===== config.mk =====
export PLATFORM = sky130hd
export DESIGN_NAME = bezier_undersample_bitcrush_core
export DESIGN_NICKNAME = d
export VERILOG_FILES = /design/src/bub_pkg.sv /design/src/bub_mul.sv /design/src/bezier_undersample_bitcrush_core.sv
export SDC_FILE = /design/constraint.sdc
export NUM_CORES = 2
export LEC_CHECK = 0
export BUFFER_PORTS_ARGS = -buffer_cell sky130_fd_sc_hd__buf_2
export CAP_MARGIN = 40
export CELL_PAD_IN_SITES_DETAIL_PLACEMENT = 1
export CELL_PAD_IN_SITES_GLOBAL_PLACEMENT = 2
export CORE_ASPECT_RATIO = 1.5
export CORE_MARGIN = 10
export CORE_UTILIZATION = 41
export DETAILED_ROUTE_END_ITERATION = 6
export PLACE_DENSITY_LB_ADDON = 0.15
export SLEW_MARGIN = 20
export SYNTH_ARGS = -nofsm -noshare
export SYNTH_HDL_FRONTEND = slang
export SYNTH_SLANG_ARGS = --single-unit

===== constraint.sdc =====
create_clock -name clk -period 13.1 [get_ports clk]
set_clock_uncertainty 0.1 [all_clocks]
set_input_delay 0.655 -clock clk [delete_from_list [all_inputs] [get_ports clk]]
set_output_delay 0.655 -clock clk [all_outputs]
set_load 0.02 [all_outputs]

===== src/bub_pkg.sv =====
// bub_pkg: shared constants for the bezier undersample bitcrusher
// no dependencies; used by bub_mul and bezier_undersample_bitcrush_core
`timescale 1ns / 1ps

package bub_pkg;

  localparam int SAMPLE_WIDTH_DEF = 24;
  localparam int MUL_B_WIDTH      = 26;

  localparam int REZ_W   = 17;
  localparam int TRIM_W  = 17;
  localparam int QGAIN_W = 25;
  localparam int QINV_W  = 24;
  localparam int QOFF_W  = 23;
  localparam int WET_W   = 18;
  localparam int DRY_W   = 17;
  localparam int CFG_W   = 25;
  localparam int PHASE_W = 18;
  localparam int POS_W   = 19;
  localparam int OM_W    = 21;

  localparam logic [PHASE_W-1:0] PHASE_MAX   = '1;
  localparam logic [PHASE_W-1:0] PHASE_ONE   = 18'd65536;

  localparam logic [2:0] REG_REZ     = 3'd0;
  localparam logic [2:0] REG_TRIM    = 3'd1;
  localparam logic [2:0] REG_STEPPED = 3'd2;
  localparam logic [2:0] REG_QGAIN   = 3'd3;
  localparam logic [2:0] REG_QINV    = 3'd4;
  localparam logic [2:0] REG_QOFF    = 3'd5;
  localparam logic [2:0] REG_WET     = 3'd6;
  localparam logic [2:0] REG_DRY     = 3'd7;

  localparam logic [REZ_W-1:0]   REZ_RST   = 17'd8192;
  localparam logic [TRIM_W-1:0]  TRIM_RST  = 17'd58000;
  localparam logic [QGAIN_W-1:0] QGAIN_RST = 25'd65536;
  localparam logic [QINV_W-1:0]  QINV_RST  = 24'd65536;
  localparam logic signed [WET_W-1:0] WET_ONE = 18'sd65536;
  localparam logic [DRY_W-1:0]   DRY_ONE   = 17'd65536;

endpackage


===== src/bub_mul.sv =====
// bub_mul: bit-serial signed shift-add multiplier, one multiplier bit per cycle
// depends on bub_pkg
`timescale 1ns / 1ps

module bub_mul
  import bub_pkg::*;
#(
  parameter int A_WIDTH = SAMPLE_WIDTH_DEF + 8,
  parameter int B_WIDTH = MUL_B_WIDTH
) (
  input  logic                              clk,
  input  logic                              rst,
  input  logic                              start,
  input  logic signed [A_WIDTH-1:0]         a,
  input  logic signed [B_WIDTH-1:0]         b,
  output logic                              done,
  output logic signed [A_WIDTH+B_WIDTH-1:0] p
);

  localparam int PW = A_WIDTH + B_WIDTH;
  localparam int CW = $clog2(B_WIDTH);

  logic                 busy;
  logic [CW-1:0]        cnt;
  logic signed [PW-1:0] a_sh;
  logic [B_WIDTH-1:0]   b_sh;
  logic signed [PW-1:0] addend;

  assign addend = b_sh[0] ? a_sh : '0;

  always_ff @(posedge clk) begin
    if (rst) begin
      busy <= 1'b0;
      done <= 1'b0;
      cnt  <= '0;
    end else begin
      done <= 1'b0;
      if (start) begin
        busy <= 1'b1;
        cnt  <= '0;
        a_sh <= PW'(a);
        b_sh <= b;
        p    <= '0;
      end else if (busy) begin
        a_sh <= a_sh <<< 1;
        b_sh <= b_sh >> 1;
        cnt  <= cnt + 1'b1;
        if (cnt == CW'(B_WIDTH - 1)) begin
          // top bit carries negative weight
          p    <= p - addend;
          busy <= 1'b0;
          done <= 1'b1;
        end else begin
          p <= p + addend;
        end
      end
    end
  end

endmodule


===== src/bezier_undersample_bitcrush_core.sv =====
// bezier_undersample_bitcrush_core: undersampling bitcrusher with bezier reconstruction
// depends on bub_pkg and bub_mul
`timescale 1ns / 1ps

// One sample in, one sample out. All products go through one bit-serial multiplier
// that resolves one multiplier bit per cycle.
// A sample needs ten products, twelve when the phase wraps, and after the last product
// the result is loaded into the output register.
// A finished sample waits in the output register while the next one is taken.
// Configuration writes are always ready and are meant to happen while idle.

module bezier_undersample_bitcrush_core
  import bub_pkg::*;
#(
  parameter int SAMPLE_WIDTH = SAMPLE_WIDTH_DEF
) (
  input  logic                           clk,
  input  logic                           rst,
  input  logic                           in_valid,
  output logic                           in_stall,
  input  logic signed [SAMPLE_WIDTH-1:0] in_sample,
  output logic                           out_valid,
  input  logic                           out_stall,
  output logic signed [SAMPLE_WIDTH-1:0] out_sample,
  input  logic                           cfg_valid,
  output logic                           cfg_ready,
  input  logic [2:0]                     cfg_index,
  input  logic [CFG_W-1:0]               cfg_data
);

  localparam int W   = SAMPLE_WIDTH;
  localparam int SW  = W + 8;
  localparam int PTW = W + 4;
  localparam int AW  = W + 8;
  localparam int BW  = MUL_B_WIDTH;
  localparam int PW  = AW + BW;
  localparam int TW  = PW + 2;
  localparam int QSR = (W <= 25) ? 25 - W : 0;
  localparam int QSL = (W > 25) ? W - 25 : 0;

  localparam logic [3:0] S_IDLE = 4'd0;
  localparam logic [3:0] S_SUM  = 4'd1;
  localparam logic [3:0] S_QG   = 4'd2;
  localparam logic [3:0] S_QI   = 4'd3;
  localparam logic [3:0] S_POS  = 4'd4;
  localparam logic [3:0] S_C0   = 4'd5;
  localparam logic [3:0] S_C1   = 4'd6;
  localparam logic [3:0] S_C2   = 4'd7;
  localparam logic [3:0] S_C3   = 4'd8;
  localparam logic [3:0] S_C4   = 4'd9;
  localparam logic [3:0] S_C5   = 4'd10;
  localparam logic [3:0] S_WET  = 4'd11;
  localparam logic [3:0] S_DRY  = 4'd12;
  localparam logic [3:0] S_OUT  = 4'd13;

  logic [3:0] st;

  logic [REZ_W-1:0]        rez_step;
  logic [TRIM_W-1:0]       freq_trim;
  logic                    stepped_mode;
  logic [QGAIN_W-1:0]      quant_gain;
  logic [QINV_W-1:0]       quant_inv_gain;
  logic [QOFF_W-1:0]       quant_offset;
  logic signed [WET_W-1:0] wet_gain;
  logic [DRY_W-1:0]        dry_gain;

  logic [PHASE_W-1:0]     phase_acc;
  logic signed [SW-1:0]   sum_acc;
  logic signed [SW-1:0]   prev_sum;
  logic signed [PTW-1:0]  point_newest;
  logic signed [PTW-1:0]  point_middle;
  logic signed [PTW-1:0]  point_oldest;
  logic signed [PTW-1:0]  prev_curve;

  logic signed [W-1:0]    x;
  logic signed [OM_W-1:0] pos;
  logic signed [OM_W-1:0] om;
  logic signed [AW-1:0]   cb;
  logic signed [AW-1:0]   ba;
  logic signed [TW-1:0]   t;

  logic                   mul_start;
  logic signed [AW-1:0]   mul_a;
  logic signed [BW-1:0]   mul_b;
  logic                   mul_done;
  logic signed [PW-1:0]   mul_p;

  logic [PHASE_W:0]       phase_add;
  logic signed [TW-1:0]   sum_w;
  logic signed [SW-1:0]   sum_n;
  logic signed [TW-1:0]   avg_w;
  logic signed [TW-1:0]   scaled_w;
  logic signed [TW-1:0]   pair_w;
  logic signed [TW-1:0]   pair_sh;
  logic signed [TW-1:0]   quant_w;
  logic signed [TW-1:0]   curve_w;
  logic signed [PTW-1:0]  curve_n;
  logic signed [PTW:0]    res_n;
  logic signed [TW-1:0]   out_w;
  logic [POS_W-1:0]       pos_n;
  logic signed [WET_W-1:0] wet_c;
  logic [DRY_W-1:0]       dry_c;

  function automatic logic signed [TW-1:0] sat(input logic signed [TW-1:0] v, input int bits);
    logic signed [TW-1:0] lim;
    lim = TW'(1) <<< (bits - 1);
    if (v >= lim) begin
      return lim - TW'(1);
    end
    if (v < -lim) begin
      return -lim;
    end
    return v;
  endfunction

  bub_mul #(
    .A_WIDTH(AW),
    .B_WIDTH(BW)
  ) u_mul (
    .clk  (clk),
    .rst  (rst),
    .start(mul_start),
    .a    (mul_a),
    .b    (mul_b),
    .done (mul_done),
    .p    (mul_p)
  );

  assign in_stall  = (st != S_IDLE);
  assign cfg_ready = 1'b1;
  assign phase_add = {1'b0, phase_acc} + (PHASE_W + 1)'(rez_step);

  always_comb begin
    sum_w    = sat(TW'(sum_acc) + (TW'(mul_p) >>> 16), SW);
    sum_n    = sum_w[SW-1:0];
    avg_w    = sat((TW'(sum_n) + TW'(prev_sum)) >>> 1, PTW);
    scaled_w = (TW'(mul_p) <<< 1) + (TW'($signed({1'b0, quant_offset})) <<< (W - 16));
    pair_w   = t + TW'(mul_p);
    pair_sh  = pair_w >>> 16;
    quant_w  = sat((TW'(mul_p) >>> QSR) <<< QSL, PTW);
    curve_w  = sat((TW'(point_middle) + pair_sh) >>> 3, PTW);
    curve_n  = curve_w[PTW-1:0];
    res_n    = (PTW + 1)'(curve_n) + (PTW + 1)'(prev_curve);
    out_w    = sat(t >>> 16, W);
    pos_n    = mul_p[16 +: POS_W];
    if (wet_gain > WET_ONE) begin
      wet_c = WET_ONE;
    end else if (wet_gain < -WET_ONE) begin
      wet_c = -WET_ONE;
    end else begin
      wet_c = wet_gain;
    end
    dry_c = (dry_gain > DRY_ONE) ? DRY_ONE : dry_gain;
  end

  always_ff @(posedge clk) begin
    if (rst) begin
      rez_step       <= REZ_RST;
      freq_trim      <= TRIM_RST;
      stepped_mode   <= 1'b1;
      quant_gain     <= QGAIN_RST;
      quant_inv_gain <= QINV_RST;
      quant_offset   <= '0;
      wet_gain       <= WET_ONE;
      dry_gain       <= '0;
    end else if (cfg_valid && cfg_ready) begin
      unique case (cfg_index)
        REG_REZ:     rez_step       <= cfg_data[REZ_W-1:0];
        REG_TRIM:    freq_trim      <= cfg_data[TRIM_W-1:0];
        REG_STEPPED: stepped_mode   <= cfg_data[0];
        REG_QGAIN:   quant_gain     <= cfg_data[QGAIN_W-1:0];
        REG_QINV:    quant_inv_gain <= cfg_data[QINV_W-1:0];
        REG_QOFF:    quant_offset   <= cfg_data[QOFF_W-1:0];
        REG_WET:     wet_gain       <= $signed(cfg_data[WET_W-1:0]);
        REG_DRY:     dry_gain       <= cfg_data[DRY_W-1:0];
        default:     ;
      endcase
    end
  end

  always_ff @(posedge clk) begin
    if (rst) begin
      st           <= S_IDLE;
      out_valid    <= 1'b0;
      mul_start    <= 1'b0;
      phase_acc    <= PHASE_ONE;
      sum_acc      <= '0;
      prev_sum     <= '0;
      point_newest <= '0;
      point_middle <= '0;
      point_oldest <= '0;
      prev_curve   <= '0;
    end else begin
      mul_start <= 1'b0;
      if (out_valid && !out_stall && st != S_OUT) begin
        out_valid <= 1'b0;
      end
      unique case (st)
        S_IDLE: begin
          if (in_valid) begin
            x         <= in_sample;
            phase_acc <= phase_add[PHASE_W] ? PHASE_MAX : phase_add[PHASE_W-1:0];
            mul_a     <= AW'(in_sample);
            mul_b     <= $signed(BW'(rez_step));
            mul_start <= 1'b1;
            st        <= S_SUM;
          end
        end
        S_SUM: begin
          if (mul_done) begin
            if (phase_acc > PHASE_ONE) begin
              phase_acc    <= stepped_mode ? '0 : phase_acc - PHASE_ONE;
              prev_sum     <= sum_n;
              sum_acc      <= '0;
              point_oldest <= point_middle;
              point_middle <= point_newest;
              mul_a        <= AW'($signed(avg_w[PTW-1:0]));
              mul_b        <= $signed(BW'(quant_gain));
              st           <= S_QG;
            end else begin
              sum_acc <= sum_n;
              mul_a   <= $signed(AW'(phase_acc));
              mul_b   <= $signed(BW'(freq_trim));
              st      <= S_POS;
            end
            mul_start <= 1'b1;
          end
        end
        S_QG: begin
          if (mul_done) begin
            mul_a     <= AW'(scaled_w >>> (W + 8));
            mul_b     <= $signed(BW'(quant_inv_gain));
            mul_start <= 1'b1;
            st        <= S_QI;
          end
        end
        S_QI: begin
          if (mul_done) begin
            point_newest <= quant_w[PTW-1:0];
            mul_a        <= $signed(AW'(phase_acc));
            mul_b        <= $signed(BW'(freq_trim));
            mul_start    <= 1'b1;
            st           <= S_POS;
          end
        end
        S_POS: begin
          if (mul_done) begin
            pos       <= $signed(OM_W'(pos_n));
            om        <= $signed(OM_W'(PHASE_ONE)) - $signed(OM_W'(pos_n));
            mul_a     <= AW'(point_oldest);
            mul_b     <= BW'($signed(OM_W'(PHASE_ONE)) - $signed(OM_W'(pos_n)));
            mul_start <= 1'b1;
            st        <= S_C0;
          end
        end
        S_C0: begin
          if (mul_done) begin
            t         <= TW'(mul_p);
            mul_a     <= AW'(point_middle);
            mul_b     <= BW'(pos);
            mul_start <= 1'b1;
            st        <= S_C1;
          end
        end
        S_C1: begin
          if (mul_done) begin
            cb        <= pair_sh[AW-1:0];
            mul_a     <= AW'(point_middle);
            mul_b     <= BW'(om);
            mul_start <= 1'b1;
            st        <= S_C2;
          end
        end
        S_C2: begin
          if (mul_done) begin
            t         <= TW'(mul_p);
            mul_a     <= AW'(point_newest);
            mul_b     <= BW'(pos);
            mul_start <= 1'b1;
            st        <= S_C3;
          end
        end
        S_C3: begin
          if (mul_done) begin
            ba        <= pair_sh[AW-1:0];
            mul_a     <= cb;
            mul_b     <= BW'(om);
            mul_start <= 1'b1;
            st        <= S_C4;
          end
        end
        S_C4: begin
          if (mul_done) begin
            t         <= TW'(mul_p);
            mul_a     <= ba;
            mul_b     <= BW'(pos);
            mul_start <= 1'b1;
            st        <= S_C5;
          end
        end
        S_C5: begin
          if (mul_done) begin
            prev_curve <= curve_n;
            mul_a      <= AW'(res_n);
            mul_b      <= BW'(wet_c);
            mul_start  <= 1'b1;
            st         <= S_WET;
          end
        end
        S_WET: begin
          if (mul_done) begin
            t         <= TW'(mul_p);
            mul_a     <= AW'(x);
            mul_b     <= $signed(BW'(dry_c));
            mul_start <= 1'b1;
            st        <= S_DRY;
          end
        end
        S_DRY: begin
          if (mul_done) begin
            t  <= pair_w;
            st <= S_OUT;
          end
        end
        S_OUT: begin
          if (!out_valid || !out_stall) begin
            out_sample <= out_w[W-1:0];
            out_valid  <= 1'b1;
            st         <= S_IDLE;
          end
        end
        default: st <= S_IDLE;
      endcase
    end
  end

  a_done_busy: assert property (@(posedge clk) disable iff (rst)
    mul_done |-> (st != S_IDLE && st != S_OUT))
    else $error("multiplier finished with no product pending");

  a_accept_start: assert property (@(posedge clk) disable iff (rst)
    (in_valid && !in_stall) |=> (st == S_SUM && mul_start))
    else $error("accepted request did not start the sum product");

  a_sum_cleared: assert property (@(posedge clk) disable iff (rst)
    (st == S_QG) |-> (sum_acc == '0))
    else $error("sum not cleared after phase wrap");

  a_out_source: assert property (@(posedge clk) disable iff (rst)
    $rose(out_valid) |-> ($past(st) == S_OUT))
    else $error("output loaded outside the output step");

endmodule


* After elaboration in Yosys (flattened, before gate mapping)
Cells that the tools add are included.
Word-level totals: register bits after elaboration 761, bits of input ports 57, output and inout port bits 27
Operators by class: bitwise logic cells 2, $lt $le $gt $ge 14, $add $sub $neg 13, multiplexer cells 105, reduce and logical (&&, ||, !) cells 43, equality and inequality tests 41
Operators with widths (number):
- 32-bit 2-to-1 mux | 17
- 32-bit one-hot mux with 11 select lines | 1
- 28-bit 2-to-1 mux | 12
- 58-bit 2-to-1 mux | 5
- 26-bit 2-to-1 mux | 11
- 26-bit one-hot mux with 9 select lines | 1
- 18-bit 2-to-1 mux | 7
- 60-bit 2-to-1 mux | 2
- 60-bit one-hot mux with 2 select lines | 1
- 24-bit 2-to-1 mux | 4
- 59-bit by 32-bit adder with 60-bit output | 1
- 60-bit by 58-bit adder with 60-bit output | 1
- 58-bit adder | 1
- 58-bit subtractor | 1
- 57-bit by 29-bit >= comparator with 1-bit output (second input constant) | 1
- 57-bit by 28-bit < comparator with 1-bit output (second input constant) | 1
- 4-bit 2-to-1 mux | 14
- 4-bit one-hot mux with 14 select lines | 1
- 28-bit by 44-bit adder with 45-bit output | 1
- 44-bit by 25-bit >= comparator with 1-bit output (second input constant) | 1
- 44-bit by 24-bit < comparator with 1-bit output (second input constant) | 1
- 32-bit by 42-bit adder with 43-bit output | 1
- 43-bit by 33-bit >= comparator with 1-bit output (second input constant) | 1
- 43-bit by 32-bit < comparator with 1-bit output (second input constant) | 1
- 51 further kinds | 130

* Longest topological paths before layout
depth after elaboration 15, depth in mapped cells 54, depth with buffers taken out 53

* Cells and area by module
A second synthesis with hierarchy kept.
Unflattened totals: cell total of the unflattened synthesis 5509, area, all modules 48469.0 um2
By module, submodules not included:
- bezier_undersample_bitcrush_core | cells an instance 4337, seq. area each 14894.3 um2, area an instance 37523.5 um2, times used 1
- bub_mul | cells an instance 1172, seq. area each 4404.2 um2, area an instance 10945.5 um2, times used 1

* Least setup slack after synthesis
Ideal clock, no wire load.
kind flip-flop to flip-flop, from reg u_mul.p[1], to reg mul_a[27] (data pin), arrival time 9.888 ns, setup time 0.277 ns, stages on the path, launching flop included 48, required time 12.723 ns, buffers on the path 1, setup slack 2.835 ns, period minus slack after synthesis 10.265 ns, path through edfxtp_1 > ha_1 > a21o_1 > a21oi_1 > o21ai_0 > a2111oi_0 > o21ai_0 > a21oi_1 > o21a_1 > o21ai_0 > a211o_1 > a21oi_1 > o21ai_0 > a21o_1 > a21oi_1 > xnor2_1 > ha_1 > and2_1 > [... 12 more ...] > o21ai_0 > ha_1 > a21o_1 > a21oi_1 > o21ai_0 > a31o_2 > a31o_2 > a21o_1 > a21oi_1 > nor4_1 > o31a_1 > a211o_1 > o311a_1 > a21oi_1 > o21bai_1 > a21oi_1 > xor2_1 > o211ai_1
On the way: longest elaborated chain between the ends 10, elaborated cells between the ends (all ways) 15, those cells by class 4 x add/sub; 2 x order compare; 9 x mux
Ends and longest elaborated chain:
- from (decl) | RTL line bub_mul.sv:17 | output logic signed [A_WIDTH+B_WIDTH-1:0] p
- from (signal assigned) | RTL line bub_mul.sv:50 | p <= p - addend;
- from (signal assigned) | RTL line bub_mul.sv:54 | p <= p + addend;
- 60-bit by 58-bit adder with 60-bit output (*) | RTL line bezier_undersample_bitcrush_core.sv:138 | pair_w = t + TW'(mul_p);
- net pair_w[47] | RTL line bezier_undersample_bitcrush_core.sv:93 | logic signed [TW-1:0] pair_w;
- 28-bit by 44-bit adder with 45-bit output (*) | RTL line bezier_undersample_bitcrush_core.sv:141 | curve_w = sat((TW'(point_middle) + pair_sh) >>> 3, PTW);
- 42-bit by 28-bit < comparator with 1-bit output | RTL line bezier_undersample_bitcrush_core.sv:110 | if (v < -lim) begin
- 1-bit 2-to-1 mux (2 in series) | RTL line bezier_undersample_bitcrush_core.sv:110
- 28-bit 2-to-1 mux | RTL line bezier_undersample_bitcrush_core.sv:113 | return v;
- 28-bit 2-to-1 mux (*) | RTL line bezier_undersample_bitcrush_core.sv:110
- net curve_w[1] | RTL line bezier_undersample_bitcrush_core.sv:96 | logic signed [TW-1:0] curve_w;
- 28-bit by 28-bit adder with 29-bit output (*) | RTL line bezier_undersample_bitcrush_core.sv:143 | res_n = (PTW + 1)'(curve_n) + (PTW + 1)'(prev_curve);
- 32-bit 2-to-1 mux (*) | RTL line bezier_undersample_bitcrush_core.sv:302 | if (mul_done) begin
- 32-bit one-hot mux with 11 select lines (*) | RTL line bezier_undersample_bitcrush_core.sv:198 | unique case (st)
- to (signal assigned) | RTL line bezier_undersample_bitcrush_core.sv:203 | mul_a <= AW'(in_sample);
- to (signal assigned) | RTL line bezier_undersample_bitcrush_core.sv:304 | mul_a <= AW'(res_n);
- to (signal assigned) | RTL line bezier_undersample_bitcrush_core.sv:313 | mul_a <= AW'(x);
- to (decl) | RTL line bezier_undersample_bitcrush_core.sv:83 | logic signed [AW-1:0] mul_a;
Mark *: on every way through the listed nets, which the timed path passes. The rest lies on a longest branch. The select of a mux whose other input is x is not followed. A chain may end at the register's enable or synchronous reset.

* Worst setup path after layout
from reg u_mul.p[1], to reg mul_a[26] (data pin)
Same word-level chain as after synthesis.

==> impl_metrics.toml <==
[yosys]
netlist.area_leader.share_pct = 26.0
synth_top_area_cell = "edfxtp_1"
synthTopCellsByCount = "nand2_1, a21oi_1, nor2_1"
netlist_area_sq_mm = 0.0474
ys_ff_latch = 759
synthArstFlopShare_pct = 0
synth_edf_count = 410
synth_cells = 5381
synth_area_leaders = "edfxtp_1, dfxtp_1, ha_1"
synth_flop_cell = "edfxtp_1"
synth_nets = 5753
synth_warnings = 0
yosysSeqAreaShare_pct = 40.7
synth.most_common_cell = "nand2_1"
syn_area_per_cell_sq_um = 8.81
ys_types = 92

[timing]
setup_viol = 0
fin_crit_ns = 12.05
max_freq_mhz = 83.0
worst_pin_slew_ns = 0.998
hold_ws_ns = 0.0695
fin_tns_setup_ns = 0
hold_violations = 0
slew_headroom_pct = 33.5
maxSlewViolCount = 0
min_period_over_period_pct = 92.0
rsz0062_at_grt = "false"

[detailed_routing]
drc = 0
wl_per_cell_um = 28.8
firstDrtPassIters = 7
wl_mm = 203
dr_total_vias = 42700
vias_per_cell = 6.08
initialDrtViolationCount = 3009
ant_nets = 0

[clocking]
cts_setup_buffers = 0
clockBufferDepth = 3
htreeDepth = 3
postCtsHoldBufs = 0
cts.clk_slew.worst_paths_ns = 0.06
numCtsBuffers = 82
clk_latency_ns = 0.70
clock_sinks = 759
cts_root_buf = "clkbuf_16"
tritoncts = "done"

[setup_path]
crit_fanout = 11
startpoint_type = "flop"
critPathMaxStageDelay_ns = 0.57
reg2reg_depth = 48
cpMaxStageDelayCell = "or4_4"
critPathArrivalTime_ns = 12.32
crit_path_frequent_cell = "o21ai_0"
worstSetupPathType = "flop to flop"
required_ns = 13.37
endpoint_kind = "flop"

[placement]
gp_congestion = 0.933
hpwl_mm = 156
port_buffers = 82

[global_routing]
grt_remaining_overflow = 0
antenna_found_initial = 10
grt_pass1_wl_mm = 294
grt_max_degree = 139
track_usage_pct = 30.1
grt_pass1_vias = 43800

[power_and_ir_drop]
irDropWorstVdd_uv = 136
power_density_mw_per_mm2 = 229
p_leak_nw = 20.7

[run_status]
outcome = "finished clean"

[floorplanning]
ios = 84
die_h_um = 437
die_w_um = 298
core_area_sq_mm = 0.115
initial_core_util_pct = 41.3
num_rows = 152
dieArea_sq_mm = 0.130

[cells_and_area]
final_nets = 5795
drive_gt1_share_pct = 9.54
fin_util_pct = 46.3
areaGrowthSynthToFinish_pct = 11.9

[flow_run]
cap_violations = 0

[worst_hold_path]
holdPathStages = 1
min_path_type = "input pin to flop"
per-layer routing:
layer  share of wire, %  wire length, um  up-vias  global-route usage, %
met4                9.9            20000        8                   25.9
li1                   -                -    19700                      -
met1                 36            73400    21400                   31.3
met5              0.027               55        -                      0
met3                3.9             7870      479                   3.14
met2                 50           101000     1153                   53.9
cell families (layout without fill, tap and decap cells):
group,after synthesis,after routing,synth area share (%)
other,1,2,0.00791
DFF,759,759,40.7
muxes,86,86,2.03
adders and majority gates,315,315,8.41
buffers and inverters,445,555,3.59
xor gates and xnor gates,320,320,5.91
AOI/OAI and AO/OA,1568,1568,21.5
and+or+nand+nor,1887,1887,17.9
path summary, 6_finish.rpt:
| check | startpoint | endpoint | slack [ns] |
|---|---|---|---|
| worst max-delay path | u_mul.p[1]$_SDFFCE_PP0P_ | mul_a[26]$_DFFE_PP_ | 1.05 |
| worst min-delay path | in_sample[15] | x[15]$_DFFE_PP_ | 0.07 |
| worst max register to register | u_mul.p[1]$_SDFFCE_PP0P_ | mul_a[26]$_DFFE_PP_ | 1.05 |
| worst min register to register | quant_inv_gain[20]$_SDFFE_PP0P_ | quant_inv_gain[20]$_SDFFE_PP0P_ | 0.36 |
cell usage in the layout, fill, tap and decap left out, types with 29 or more instances in the layout:
cell	n
a221oi_1	50
nor4_1	58
a221o_1	29
a21o_1	159
a211oi_1	62
o21bai_1	53
buf_4	125
o21a_1	50
o21ai_0	220
dfxtp_1	348
nand2_1	845
o2111ai_1	32
mux2_2	81
clkbuf_16	86
nand2b_1	50
a22oi_1	72
nor3_1	91
nor2b_1	55
a222oi_1	32
buf_2	83
xor2_1	127
and3_1	39
nor2_1	416
nand4_1	64
xnor2_1	193
inv_1	169
a31oi_1	30
ha_1	309
a21oi_1	584
edfxtp_1	410
o211ai_1	33
nand3_1	115
through the flow:
| stage | area (sq um) | total power (W) | cells | setup slack, ns |
|---|---|---|---|---|
| 3_3_place_gp | 49800 | 0.00951 | 6850 | 0.818 |
| 3_5_place_dp | 50200 | 0.00961 | 6873 | 0.884 |
| 6_report | 53100 | 0.0121 | 7032 | 1.05 |
| 2_1_floorplan | 47400 | 0.00722 | 5381 | 2.84 |
| 5_1_grt | 53100 | 0.0128 | 7031 | 0.0967 |
| 4_1_cts | 52900 | 0.0121 | 7025 | 0.810 |
critical path, delay by kind of cell (launching register included):
kind	cells	cell delay, ns
DFF	1	0.48
adders and majority gates	3	1.02
AOI/OAI and AO/OA	28	6.96
buffers and inverters	2	0.40
and+or+nand+nor	12	2.29
xor gates and xnor gates	3	0.48
area by class of cell:
cell class | count | area (sq um)
Antenna cell | 1 | 2.50
Clock buffer | 111 | 2290
Clock inverter | 41 | 499
Fill cell | 13500 | 61600
Inverter | 170 | 638
Multi-Input combinational cell | 4177 | 26600
Sequential cell | 759 | 19300
Tap cell | 1540 | 1930
Timing Repair Buffer | 233 | 1800
flip-flops by register name, summed over array words and instances, names as in the netlist, 32 cells and up:
signal / flops
t: 60
u_mul.a_sh: 58
u_mul.p: 58
ba: 32
cb: 32
mul_a: 32
prev_sum: 32
sum_acc: 32
timing repair:
action | CTS | global route
endpoints found under the hold margin | 0 | 0
setup endpoints to repair | 0 | 7
resized for setup | 0 | 6
report_power, final:
| group | leakage, nW | switching (W) | internal, W | total, W |
|---|---|---|---|---|
| combinational | 12.7 | 0.00404 | 0.00213 | 0.00617 |
| sequential | 6.59 | 0.000381 | 0.00311 | 0.00349 |
| clock | 1.36 | 0.00105 | 0.00143 | 0.00248 |
| total | 20.7 | 0.00548 | 0.00667 | 0.0121 |
No activity file was read; power rests on OpenSTA's default activity.
